### config.mk
export PLATFORM = sky130hd
export DESIGN_NAME = power_alarm_sleep_monitor_flat
export DESIGN_NICKNAME = d
export VERILOG_FILES = /design/src/rtl/core/pasm_pkg.sv /design/src/rtl/core/pasm_if.sv /design/src/rtl/core/pasm_alarm.sv /design/src/rtl/core/power_alarm_sleep_monitor.sv /design/src/flat_wrapper.sv
export SDC_FILE = /design/constraint.sdc
export NUM_CORES = 2
export LEC_CHECK = 0
export ABC_AREA = 0
export BUFFER_PORTS_ARGS = -buffer_cell sky130_fd_sc_hd__buf_2
export CAP_MARGIN = 10
export CORE_MARGIN = 3
export CORE_UTILIZATION = 64
export CTS_CLUSTER_DIAMETER = 50
export DETAILED_ROUTE_END_ITERATION = 7
export PLACE_DENSITY_LB_ADDON = 0.3
export SLEW_MARGIN = 0
export SYNTH_ARGS = -nofsm -noshare
export SYNTH_HDL_FRONTEND = slang
export SYNTH_SLANG_ARGS = --single-unit
### constraint.sdc
create_clock -name clk_i -period 14.5 [get_ports clk_i]
set_clock_uncertainty 0.2 [all_clocks]
set_input_delay 4.35 -clock clk_i [delete_from_list [all_inputs] [get_ports clk_i]]
set_output_delay 4.35 -clock clk_i [all_outputs]
set_load 0.01 [all_outputs]
### src/rtl/core/pasm_pkg.sv
// Shared constants and types for the power alarm and sleep monitor.
`timescale 1ns / 1ps
package pasm_pkg;

  localparam int MvW      = 12;
  localparam int TimeW    = 48;
  localparam int PowerW   = 15;
  localparam int LimitW   = 32;
  localparam int SpanW    = 24;
  localparam int CfgIdxW  = 3;
  localparam int CfgDataW = 32;

  localparam logic signed [LimitW-1:0] PowerLimitRst = 32'sd10000000;
  localparam logic [MvW-1:0]           RangeSwitchRst  = 12'd1000;
  localparam logic [MvW-1:0]           QuietVoltageRst = 12'd200;
  localparam logic [MvW-1:0]           QuietCurrentRst = 12'd200;
  localparam logic [SpanW-1:0]         SleepEntryRst   = 24'd30000;

  localparam logic [TimeW-1:0] BreachSteadyMs = 48'd1000;

  typedef enum logic [CfgIdxW-1:0] {
    CFG_POWER_LIMIT   = 3'd0,
    CFG_RANGE_SWITCH  = 3'd1,
    CFG_QUIET_VOLTAGE = 3'd2,
    CFG_QUIET_CURRENT = 3'd3,
    CFG_SLEEP_ENTRY   = 3'd4
  } pasm_cfg_idx_e;

  // One sample after the power divide, ready for the state update.
  typedef struct packed {
    logic [MvW-1:0]    cur;
    logic [PowerW-1:0] power;
    logic [TimeW-1:0]  now;
    logic              quiet;
    logic              phase;
  } pasm_sample_t;

  typedef struct packed {
    logic over_power;
    logic buzzer_on;
    logic sleeping;
    logic sleep_entered;
    logic sleep_left;
  } pasm_flags_t;

endpackage

### src/rtl/core/pasm_if.sv
// Request channel interfaces: samples in, results out, configuration writes.
`timescale 1ns / 1ps
interface pasm_sample_if import pasm_pkg::*; ();
  logic             valid;
  logic             ready;
  logic [MvW-1:0]   current_high_mv;
  logic [MvW-1:0]   current_low_mv;
  logic [MvW-1:0]   volt_mv;
  logic [TimeW-1:0] time_ms;

  modport source (output valid, current_high_mv, current_low_mv, volt_mv, time_ms,
                  input ready);
  modport sink (input valid, current_high_mv, current_low_mv, volt_mv, time_ms,
                output ready);
endinterface

interface pasm_result_if import pasm_pkg::*; ();
  logic              valid;
  logic              ready;
  logic [MvW-1:0]    selected_current_mv;
  logic [PowerW-1:0] pwr_mw;
  logic              over_power;
  logic              buzzer_on;
  logic              sleeping;
  logic              sleep_entered;
  logic              sleep_left;

  modport source (output valid, selected_current_mv, pwr_mw, over_power, buzzer_on,
                  sleeping, sleep_entered, sleep_left, input ready);
  modport sink (input valid, selected_current_mv, pwr_mw, over_power, buzzer_on,
                sleeping, sleep_entered, sleep_left, output ready);
endinterface

interface pasm_cfg_if import pasm_pkg::*; ();
  logic                valid;
  logic                ready;
  logic [CfgIdxW-1:0]  index;
  logic [CfgDataW-1:0] data;

  modport source (output valid, index, data, input ready);
  modport sink (input valid, index, data, output ready);
endinterface

### src/rtl/core/pasm_alarm.sv
// Alarm and sleep state: breach tracking, buzzer pattern, quiet timer.
`timescale 1ns / 1ps
module pasm_alarm import pasm_pkg::*; (
  input  logic                     clk_i,
  input  logic                     rst_ni,
  input  logic                     upd_i,
  input  pasm_sample_t             sample_i,
  input  logic signed [LimitW-1:0] limit_i,
  input  logic [SpanW-1:0]         entry_i,
  output pasm_flags_t              flags_o
);

  logic             alarm_q, alarm_d;
  logic [TimeW-1:0] breach_q, breach_d;
  logic             sleep_q, sleep_d;
  logic [TimeW-1:0] quiet_since_q, quiet_since_d;
  logic             over;

  // now - since >= span, with a backwards step counting as not reached
  function automatic logic at_least(input logic [TimeW-1:0] now,
                                    input logic [TimeW-1:0] since,
                                    input logic [TimeW-1:0] span);
    logic [TimeW-1:0] diff;
    diff = now - since;
    return (now >= since) && (diff >= span);
  endfunction

  always_comb begin
    over     = $signed({{(LimitW-PowerW){1'b0}}, sample_i.power}) > limit_i;
    alarm_d  = over;
    breach_d = (over && !alarm_q) ? sample_i.now : breach_q;

    flags_o.over_power = alarm_d;
    flags_o.buzzer_on  = alarm_d &&
                         (at_least(sample_i.now, breach_d, BreachSteadyMs) || sample_i.phase);

    sleep_d       = sleep_q;
    quiet_since_d = quiet_since_q;
    flags_o.sleep_entered = 1'b0;
    flags_o.sleep_left    = 1'b0;
    if (sample_i.quiet) begin
      if (!sleep_q) begin
        if (quiet_since_q == '0) begin
          quiet_since_d = sample_i.now;
        end else if (at_least(sample_i.now, quiet_since_q,
                              {{(TimeW-SpanW){1'b0}}, entry_i})) begin
          sleep_d               = 1'b1;
          quiet_since_d         = '0;
          flags_o.sleep_entered = 1'b1;
        end
      end
    end else begin
      quiet_since_d = '0;
      if (sleep_q) begin
        sleep_d            = 1'b0;
        flags_o.sleep_left = 1'b1;
      end
    end
    flags_o.sleeping = sleep_d;
  end

  always_ff @(posedge clk_i or negedge rst_ni) begin
    if (!rst_ni) begin
      alarm_q       <= 1'b0;
      breach_q      <= '0;
      sleep_q       <= 1'b0;
      quiet_since_q <= '0;
    end else if (upd_i) begin
      alarm_q       <= alarm_d;
      breach_q      <= breach_d;
      sleep_q       <= sleep_d;
      quiet_since_q <= quiet_since_d;
    end
  end

endmodule

### src/rtl/core/power_alarm_sleep_monitor.sv
// Top level of the power alarm and low-activity sleep monitor.
// A request passes stage 1, stage 2, stage 3 and the output register before its result is presented.
// Throughput: one request per cycle; the input stage takes a new request
// whenever some stage of the 4-deep pipe (3 work stages, output register) is empty or the result is taken.
// Reset: async active-low; clears valids, alarm and sleep state, and loads
// the configuration registers with their defaults.
`timescale 1ns / 1ps
module power_alarm_sleep_monitor import pasm_pkg::*; (
  input  logic         clk_i,
  input  logic         rst_ni,
  pasm_sample_if.sink  sample_i,
  pasm_result_if.source result_o,
  pasm_cfg_if.sink     cfg_i
);

  // floor(q / 125) for q < 2^21: q * ceil(2^28 / 125) >> 28
  localparam int                DivShift = 28;
  localparam int                QW       = 21;
  localparam int                RecipW   = 22;
  localparam logic [RecipW-1:0] Recip125 = 22'd2147484;

  // ---------------- configuration registers ----------------
  logic signed [LimitW-1:0] limit_q;
  logic [MvW-1:0]           range_sw_q;
  logic [MvW-1:0]           quiet_v_q;
  logic [MvW-1:0]           quiet_c_q;
  logic [SpanW-1:0]         entry_q;

  assign cfg_i.ready = 1'b1;

  always_ff @(posedge clk_i or negedge rst_ni) begin
    if (!rst_ni) begin
      limit_q    <= PowerLimitRst;
      range_sw_q <= RangeSwitchRst;
      quiet_v_q  <= QuietVoltageRst;
      quiet_c_q  <= QuietCurrentRst;
      entry_q    <= SleepEntryRst;
    end else if (cfg_i.valid) begin
      unique case (pasm_cfg_idx_e'(cfg_i.index))
        CFG_POWER_LIMIT:   limit_q    <= $signed(cfg_i.data[LimitW-1:0]);
        CFG_RANGE_SWITCH:  range_sw_q <= cfg_i.data[MvW-1:0];
        CFG_QUIET_VOLTAGE: quiet_v_q  <= cfg_i.data[MvW-1:0];
        CFG_QUIET_CURRENT: quiet_c_q  <= cfg_i.data[MvW-1:0];
        CFG_SLEEP_ENTRY:   entry_q    <= cfg_i.data[SpanW-1:0];
        default: ;  // writes beyond the register list are dropped
      endcase
    end
  end

  // ---------------- pipeline handshake ----------------
  // Each stage moves when the one after it is empty or moving, so bubbles
  // collapse and a waiting result blocks new requests only once every stage is full.
  logic v1_q, v2_q, v3_q, out_v_q;
  logic out_free, rdy3, rdy2, rdy1;

  assign out_free       = !out_v_q || result_o.ready;
  assign rdy3           = !v3_q || out_free;
  assign rdy2           = !v2_q || rdy3;
  assign rdy1           = !v1_q || rdy2;
  assign sample_i.ready = rdy1;

  always_ff @(posedge clk_i or negedge rst_ni) begin
    if (!rst_ni) begin
      v1_q    <= 1'b0;
      v2_q    <= 1'b0;
      v3_q    <= 1'b0;
      out_v_q <= 1'b0;
    end else begin
      if (rdy1)     v1_q    <= sample_i.valid;
      if (rdy2)     v2_q    <= v1_q;
      if (rdy3)     v3_q    <= v2_q;
      if (out_free) out_v_q <= v3_q;
    end
  end

  // ---------------- stage 1: captured request ----------------
  logic [MvW-1:0]   ch1_q, cl1_q, v1mv_q;
  logic [TimeW-1:0] t1_q;

  always_ff @(posedge clk_i) begin
    if (rdy1 && sample_i.valid) begin
      ch1_q  <= sample_i.current_high_mv;
      cl1_q  <= sample_i.current_low_mv;
      v1mv_q <= sample_i.volt_mv;
      t1_q   <= sample_i.time_ms;
    end
  end

  // Beep phase is bit 0 of time / 125. With r = time mod 125 that bit is
  // r[0] ^ time[0]. The mod folds bytes by 256^i mod 125 (1,6,36,91,46,26).
  function automatic logic beep_phase(input logic [TimeW-1:0] t);
    logic [15:0] s;
    logic [10:0] f1;
    logic [8:0]  f2;
    logic [8:0]  r;
    s  = 16'(t[7:0]) + 16'(t[15:8]) * 16'd6 + 16'(t[23:16]) * 16'd36
       + 16'(t[31:24]) * 16'd91 + 16'(t[39:32]) * 16'd46 + 16'(t[47:40]) * 16'd26;
    f1 = 11'(s[7:0]) + 11'(s[15:8]) * 11'd6;
    f2 = 9'(f1[7:0]) + 9'(f1[10:8]) * 9'd6;
    if (f2 >= 9'd250)      r = f2 - 9'd250;
    else if (f2 >= 9'd125) r = f2 - 9'd125;
    else                   r = f2;
    return r[0] ^ t[0];
  endfunction

  // range switch, product, quiet test, beep phase
  logic [MvW-1:0]   cur1;
  logic [2*MvW-1:0] prod1;
  logic             quiet1, phase1;

  always_comb begin
    cur1   = (ch1_q < range_sw_q) ? cl1_q : ch1_q;
    prod1  = (2*MvW)'(v1mv_q) * (2*MvW)'(cur1);
    quiet1 = (v1mv_q < quiet_v_q) && (cur1 < quiet_c_q);
    phase1 = beep_phase(t1_q);
  end

  // ---------------- stage 2: product ----------------
  logic [MvW-1:0]   cur2_q;
  logic [2*MvW-1:0] prod2_q;
  logic [TimeW-1:0] t2_q;
  logic             quiet2_q, phase2_q;

  always_ff @(posedge clk_i) begin
    if (rdy2 && v1_q) begin
      cur2_q   <= cur1;
      prod2_q  <= prod1;
      t2_q     <= t1_q;
      quiet2_q <= quiet1;
      phase2_q <= phase1;
    end
  end

  // divide by 1000: drop 3 bits, then the reciprocal multiply for 125
  logic [QW-1:0]        q2;
  logic [QW+RecipW-1:0] mq2;
  logic [PowerW-1:0]    pw2;

  always_comb begin
    q2  = prod2_q[2*MvW-1:3];
    mq2 = (QW+RecipW)'(q2) * (QW+RecipW)'(Recip125);
    pw2 = mq2[DivShift +: PowerW];
  end

  // ---------------- stage 3: power ----------------
  pasm_sample_t s3_q;

  always_ff @(posedge clk_i) begin
    if (rdy3 && v2_q) begin
      s3_q.cur   <= cur2_q;
      s3_q.power <= pw2;
      s3_q.now   <= t2_q;
      s3_q.quiet <= quiet2_q;
      s3_q.phase <= phase2_q;
    end
  end

  // state update happens as the sample moves into the output register
  pasm_flags_t flags3;
  logic        adv3;

  assign adv3 = v3_q && out_free;

  pasm_alarm u_alarm (
    .clk_i    (clk_i),
    .rst_ni   (rst_ni),
    .upd_i    (adv3),
    .sample_i (s3_q),
    .limit_i  (limit_q),
    .entry_i  (entry_q),
    .flags_o  (flags3)
  );

  // ---------------- output register ----------------
  logic [MvW-1:0]    out_cur_q;
  logic [PowerW-1:0] out_pw_q;
  pasm_flags_t       out_flags_q;

  always_ff @(posedge clk_i) begin
    if (adv3) begin
      out_cur_q   <= s3_q.cur;
      out_pw_q    <= s3_q.power;
      out_flags_q <= flags3;
    end
  end

  assign result_o.valid               = out_v_q;
  assign result_o.selected_current_mv = out_cur_q;
  assign result_o.pwr_mw              = out_pw_q;
  assign result_o.over_power          = out_flags_q.over_power;
  assign result_o.buzzer_on           = out_flags_q.buzzer_on;
  assign result_o.sleeping            = out_flags_q.sleeping;
  assign result_o.sleep_entered       = out_flags_q.sleep_entered;
  assign result_o.sleep_left          = out_flags_q.sleep_left;

endmodule

### src/flat_wrapper.sv
// flat-port wrapper written by rule: the top's interface ports become plain ports
module power_alarm_sleep_monitor_flat import pasm_pkg::*;
  (clk_i, rst_ni, sample_i_valid, sample_i_current_high_mv, sample_i_current_low_mv, sample_i_volt_mv, sample_i_time_ms, sample_i_ready, result_o_valid, result_o_selected_current_mv, result_o_pwr_mw, result_o_over_power, result_o_buzzer_on, result_o_sleeping, result_o_sleep_entered, result_o_sleep_left, result_o_ready, cfg_i_valid, cfg_i_index, cfg_i_data, cfg_i_ready);
  pasm_sample_if sample_i_i ();
  pasm_result_if result_o_i ();
  pasm_cfg_if cfg_i_i ();
  input  logic clk_i;
  input  logic rst_ni;
  input wire logic [$bits(sample_i_i.valid)-1:0] sample_i_valid;
  input wire logic [$bits(sample_i_i.current_high_mv)-1:0] sample_i_current_high_mv;
  input wire logic [$bits(sample_i_i.current_low_mv)-1:0] sample_i_current_low_mv;
  input wire logic [$bits(sample_i_i.volt_mv)-1:0] sample_i_volt_mv;
  input wire logic [$bits(sample_i_i.time_ms)-1:0] sample_i_time_ms;
  output wire logic [$bits(sample_i_i.ready)-1:0] sample_i_ready;
  output wire logic [$bits(result_o_i.valid)-1:0] result_o_valid;
  output wire logic [$bits(result_o_i.selected_current_mv)-1:0] result_o_selected_current_mv;
  output wire logic [$bits(result_o_i.pwr_mw)-1:0] result_o_pwr_mw;
  output wire logic [$bits(result_o_i.over_power)-1:0] result_o_over_power;
  output wire logic [$bits(result_o_i.buzzer_on)-1:0] result_o_buzzer_on;
  output wire logic [$bits(result_o_i.sleeping)-1:0] result_o_sleeping;
  output wire logic [$bits(result_o_i.sleep_entered)-1:0] result_o_sleep_entered;
  output wire logic [$bits(result_o_i.sleep_left)-1:0] result_o_sleep_left;
  input wire logic [$bits(result_o_i.ready)-1:0] result_o_ready;
  input wire logic [$bits(cfg_i_i.valid)-1:0] cfg_i_valid;
  input wire logic [$bits(cfg_i_i.index)-1:0] cfg_i_index;
  input wire logic [$bits(cfg_i_i.data)-1:0] cfg_i_data;
  output wire logic [$bits(cfg_i_i.ready)-1:0] cfg_i_ready;
  assign sample_i_i.valid = sample_i_valid;
  assign sample_i_i.current_high_mv = sample_i_current_high_mv;
  assign sample_i_i.current_low_mv = sample_i_current_low_mv;
  assign sample_i_i.volt_mv = sample_i_volt_mv;
  assign sample_i_i.time_ms = sample_i_time_ms;
  assign sample_i_ready = sample_i_i.ready;
  assign result_o_valid = result_o_i.valid;
  assign result_o_selected_current_mv = result_o_i.selected_current_mv;
  assign result_o_pwr_mw = result_o_i.pwr_mw;
  assign result_o_over_power = result_o_i.over_power;
  assign result_o_buzzer_on = result_o_i.buzzer_on;
  assign result_o_sleeping = result_o_i.sleeping;
  assign result_o_sleep_entered = result_o_i.sleep_entered;
  assign result_o_sleep_left = result_o_i.sleep_left;
  assign result_o_i.ready = result_o_ready;
  assign cfg_i_i.valid = cfg_i_valid;
  assign cfg_i_i.index = cfg_i_index;
  assign cfg_i_i.data = cfg_i_data;
  assign cfg_i_ready = cfg_i_i.ready;
  power_alarm_sleep_monitor u_core (.clk_i(clk_i), .rst_ni(rst_ni), .sample_i(sample_i_i), .result_o(result_o_i), .cfg_i(cfg_i_i));
endmodule
==> metrics <==
worst hold path depth=0; DR vias=approximately 29000; R2R Setup Slk=2.84 ns; utilization after layout=71.2%; Hold EP=u_core.s3_q[5]; initial core utilization=between 60% and 70%; # IOs=around 160; met1 WL=43000 um; top cells by area, synth=edfxtp_1, ha_1, fa_1; core area=61000 um2; Syn Area/Cell=10.3 um2; RSZ-0062 raised after global routing=false; Placed Area=41500 um2; largest net degree at the start of global routing=about 120; cts repair resizes=0; GRT Total Usage=29.2%; Final nets=4954; Post-synth EDFFs=276; Die Ht=256 um; CTS HTree Levels=2; 1st-pass router iterations=5; Post-DP HPWL=roughly 75000 um; initial antenna violation count=4; crit path max fanout=7; Yosys top cell by area=edfxtp_1; design area=approximately 43000 um2; synthesized area=39900 um2; Num CTS Buffers=58; drc violations=0; Reg2Reg Depth=51; final WL=95100 um; CTS tree=done; Cells after DPL=4780; #FFs+latches synth=470; synthesis warning total=0; Clock Sinks=470; vias in the first global route=approximately 29000; via/cell ratio=approximately 5.9; Worst Path Required=14.67 ns; Slew headroom=about 29%; Final GP Congestion=0.962; CP Capture Type=flop; met2 WL=43100 um; crit share post-route=80.4%; Wirelength per Cell=between 15 and 20 um; total die area=approximately 65000 um2; layout cells sized above 1=about a tenth; Async SR Flop Fraction=41.3%; port bufs=approximately 160; worst-margin pin slew=1.07 ns; crit start category=flop; final hold vios=0; post-synthesis cell type count=just over 80; Syn Nets=4819; Worst R2R End=u_core.phase2_q; clk buf depth=3; hold_buf cts=0; clock root buffer master=clkbuf_16; status=finished clean; Slew Limit Fails=0; Final min period=11.66 ns; total setup buffers inserted after CTS=0; ANT nets after route=0; Die W=256 um; Slowest cell on crit path=fa_1; WL met3=about 6400 um; Critical Path Most Common Cell=ha_1; crit path kind=flop to flop; global-route wire length before repair=153000 um; Area Overhead vs Synth=8.84%; grt ovf=0; Synth top area share=20.8%; fmax=~0.086 GHz; Seq/Total Area, Yosys=33.0%; Cell Count, Final, Fillers Out=between 4000 and 5000; top_reg_cell synth=edfxtp_1; Hold Startpoint=u_core.t2_q[3]; Min-Delay Path Class=flop to flop; # rows=90; setup_tns=0 ns; max-cap violation count=0; DR iter-0 viols=2029; Top Metal Used=met4; clk slew on worst S/H paths=0.07 ns; Final setup viols=0; Synth Instances=~3900; clk_lat worst skew=between 0.6 and 0.7 ns; Max stage delay on crit path=0.52 ns; WP data arrival=between 10 and 15 ns; reg-to-reg critical path startpoint=u_core.t1_q[35]
## flip-flops by register name, summed over array words and instances (netlist names), 12 cells and up
name	count
u_core.s3_q	77
u_core.t1_q	48
u_core.t2_q	48
u_core.u_alarm.breach_q	48
u_core.u_alarm.quiet_since_q	48
u_core.limit_q	32
u_core.entry_q	24
u_core.prod2_q	21
u_core.result_o.pwr_mw	15
u_core.ch1_q	12
u_core.cl1_q	12
u_core.cur2_q	12
u_core.quiet_c_q	12
u_core.quiet_v_q	12
u_core.range_sw_q	12
u_core.result_o.selected_current_mv	12
u_core.v1mv_q	12
## layout by cell type (no fill, tap or decap), types with 9 or more instances in the layout
cell type,Yosys,final
nor2_1,123,122
dfrtp_1,167,167
a31oi_1,13,13
o211ai_1,17,17
nand2_1,338,338
edfxtp_1,276,276
xor2_1,50,50
fa_1,274,274
and2_1,58,55
mux2i_1,106,106
nor3_1,31,30
a21o_1,98,98
mux2_2,95,95
nor2b_1,24,24
ha_1,544,544
o31ai_1,9,9
o21ai_1,17,17
a21oi_1,210,210
and3_1,17,17
or3_1,13,13
buf_4,3,15
o21a_1,32,32
dfstp_2,27,27
o21ai_0,152,152
buf_2,1,156
inv_1,659,658
o21bai_1,30,30
nor4_1,30,30
nand2b_1,32,32
and4_1,9,9
nand4_1,45,45
a211oi_1,17,17
nand3_1,44,44
xnor2_1,91,91
clkbuf_16,0,58
## cells in the mapped netlist, types with 8 or more instances
cell      number
inv_1        659
ha_1         544
nand2_1      338
edfxtp_1     276
fa_1         274
a21oi_1      210
dfrtp_1      167
o21ai_0      152
nor2_1       123
mux2i_1      106
a21o_1        98
mux2_2        95
xnor2_1       91
clkbuf_1      85
and2_1        58
xor2_1        50
nand4_1       45
nand3_1       44
nand2b_1      32
o21a_1        32
nor3_1        31
nor4_1        30
o21bai_1      30
dfstp_2       27
nor2b_1       24
a211oi_1      17
and3_1        17
o211ai_1      17
o21ai_1       17
a31oi_1       13
or3_1         13
and4_1         9
o31ai_1        9
a211o_1        8
a21boi_0       8
a221oi_1       8
nor3b_1        8
o31a_1         8
## critical path: cells and delay by family, from the launching register on
family | cells | cell delay (ns)
xor gates and xnor gates | 5 | 0.67
buffers and inverters | 6 | 0.37
AOI/OAI and AO/OA | 17 | 2.96
adders and majority gates | 15 | 5.46
DFF | 1 | 0.47
and+or+nand+nor | 6 | 0.81
muxes | 2 | 0.45
## cells by family after synthesis
family                     share of synthesized area [%]
AOI/OAI and AO/OA                                   11.0
xor gates and xnor gates                            3.09
DFF                                                 33.0
adders and majority gates                           30.8
and+or+nand+nor                                     9.57
buffers and inverters                               7.22
other                                            0.00939
muxes                                               5.34
## worst max-delay path by stage
stage,startpoint,endpoint,slack [ns],cells past startpoint
6_report,u_core.t1_q[35],u_core.phase2_q,2.84,51
5_1_grt,u_core.t1_q[35],u_core.phase2_q,1.91,52
4_1_cts,u_core.t1_q[35],u_core.phase2_q,2.90,52
3_5_place_dp,u_core.t1_q[35],u_core.phase2_q,2.98,52
3_3_place_gp,u_core.t1_q[35],u_core.phase2_q,3.36,51
2_1_floorplan,u_core.t1_q[35],u_core.phase2_q,3.86,51
## routing by layer
layer | vias to the layer above | global-route usage, %
li1 | 13500 | -
met1 | 14100 | 42.5
met2 | 940 | 46.2
met3 | 167 | 4.29
met4 | 0 | 8.09
met5 | - | 0
## layout make-up
class	count	area, um2
multi-input combinational	2651	23900
fill	4469	17600
sequential	470	13200
inverter	659	2470
clock buffer	70	1530
tap	828	1040
timing repair buffer	172	907
clock inverter	38	429
antenna	3	7.51
## per-stage QoR
stage | hold slack, ns | setup WS (ns)
after detailed placement | 0.205 | 2.98
final | 0.216 | 2.84
after global routing | 0.223 | 1.91
after floorplan | 0.200 | 3.86
after CTS | 0.216 | 2.90
after global placement | 0.201 | 3.36
Power is not shown: default switching activity piles up to over one toggle a cycle in this logic, so the estimate is an artifact.
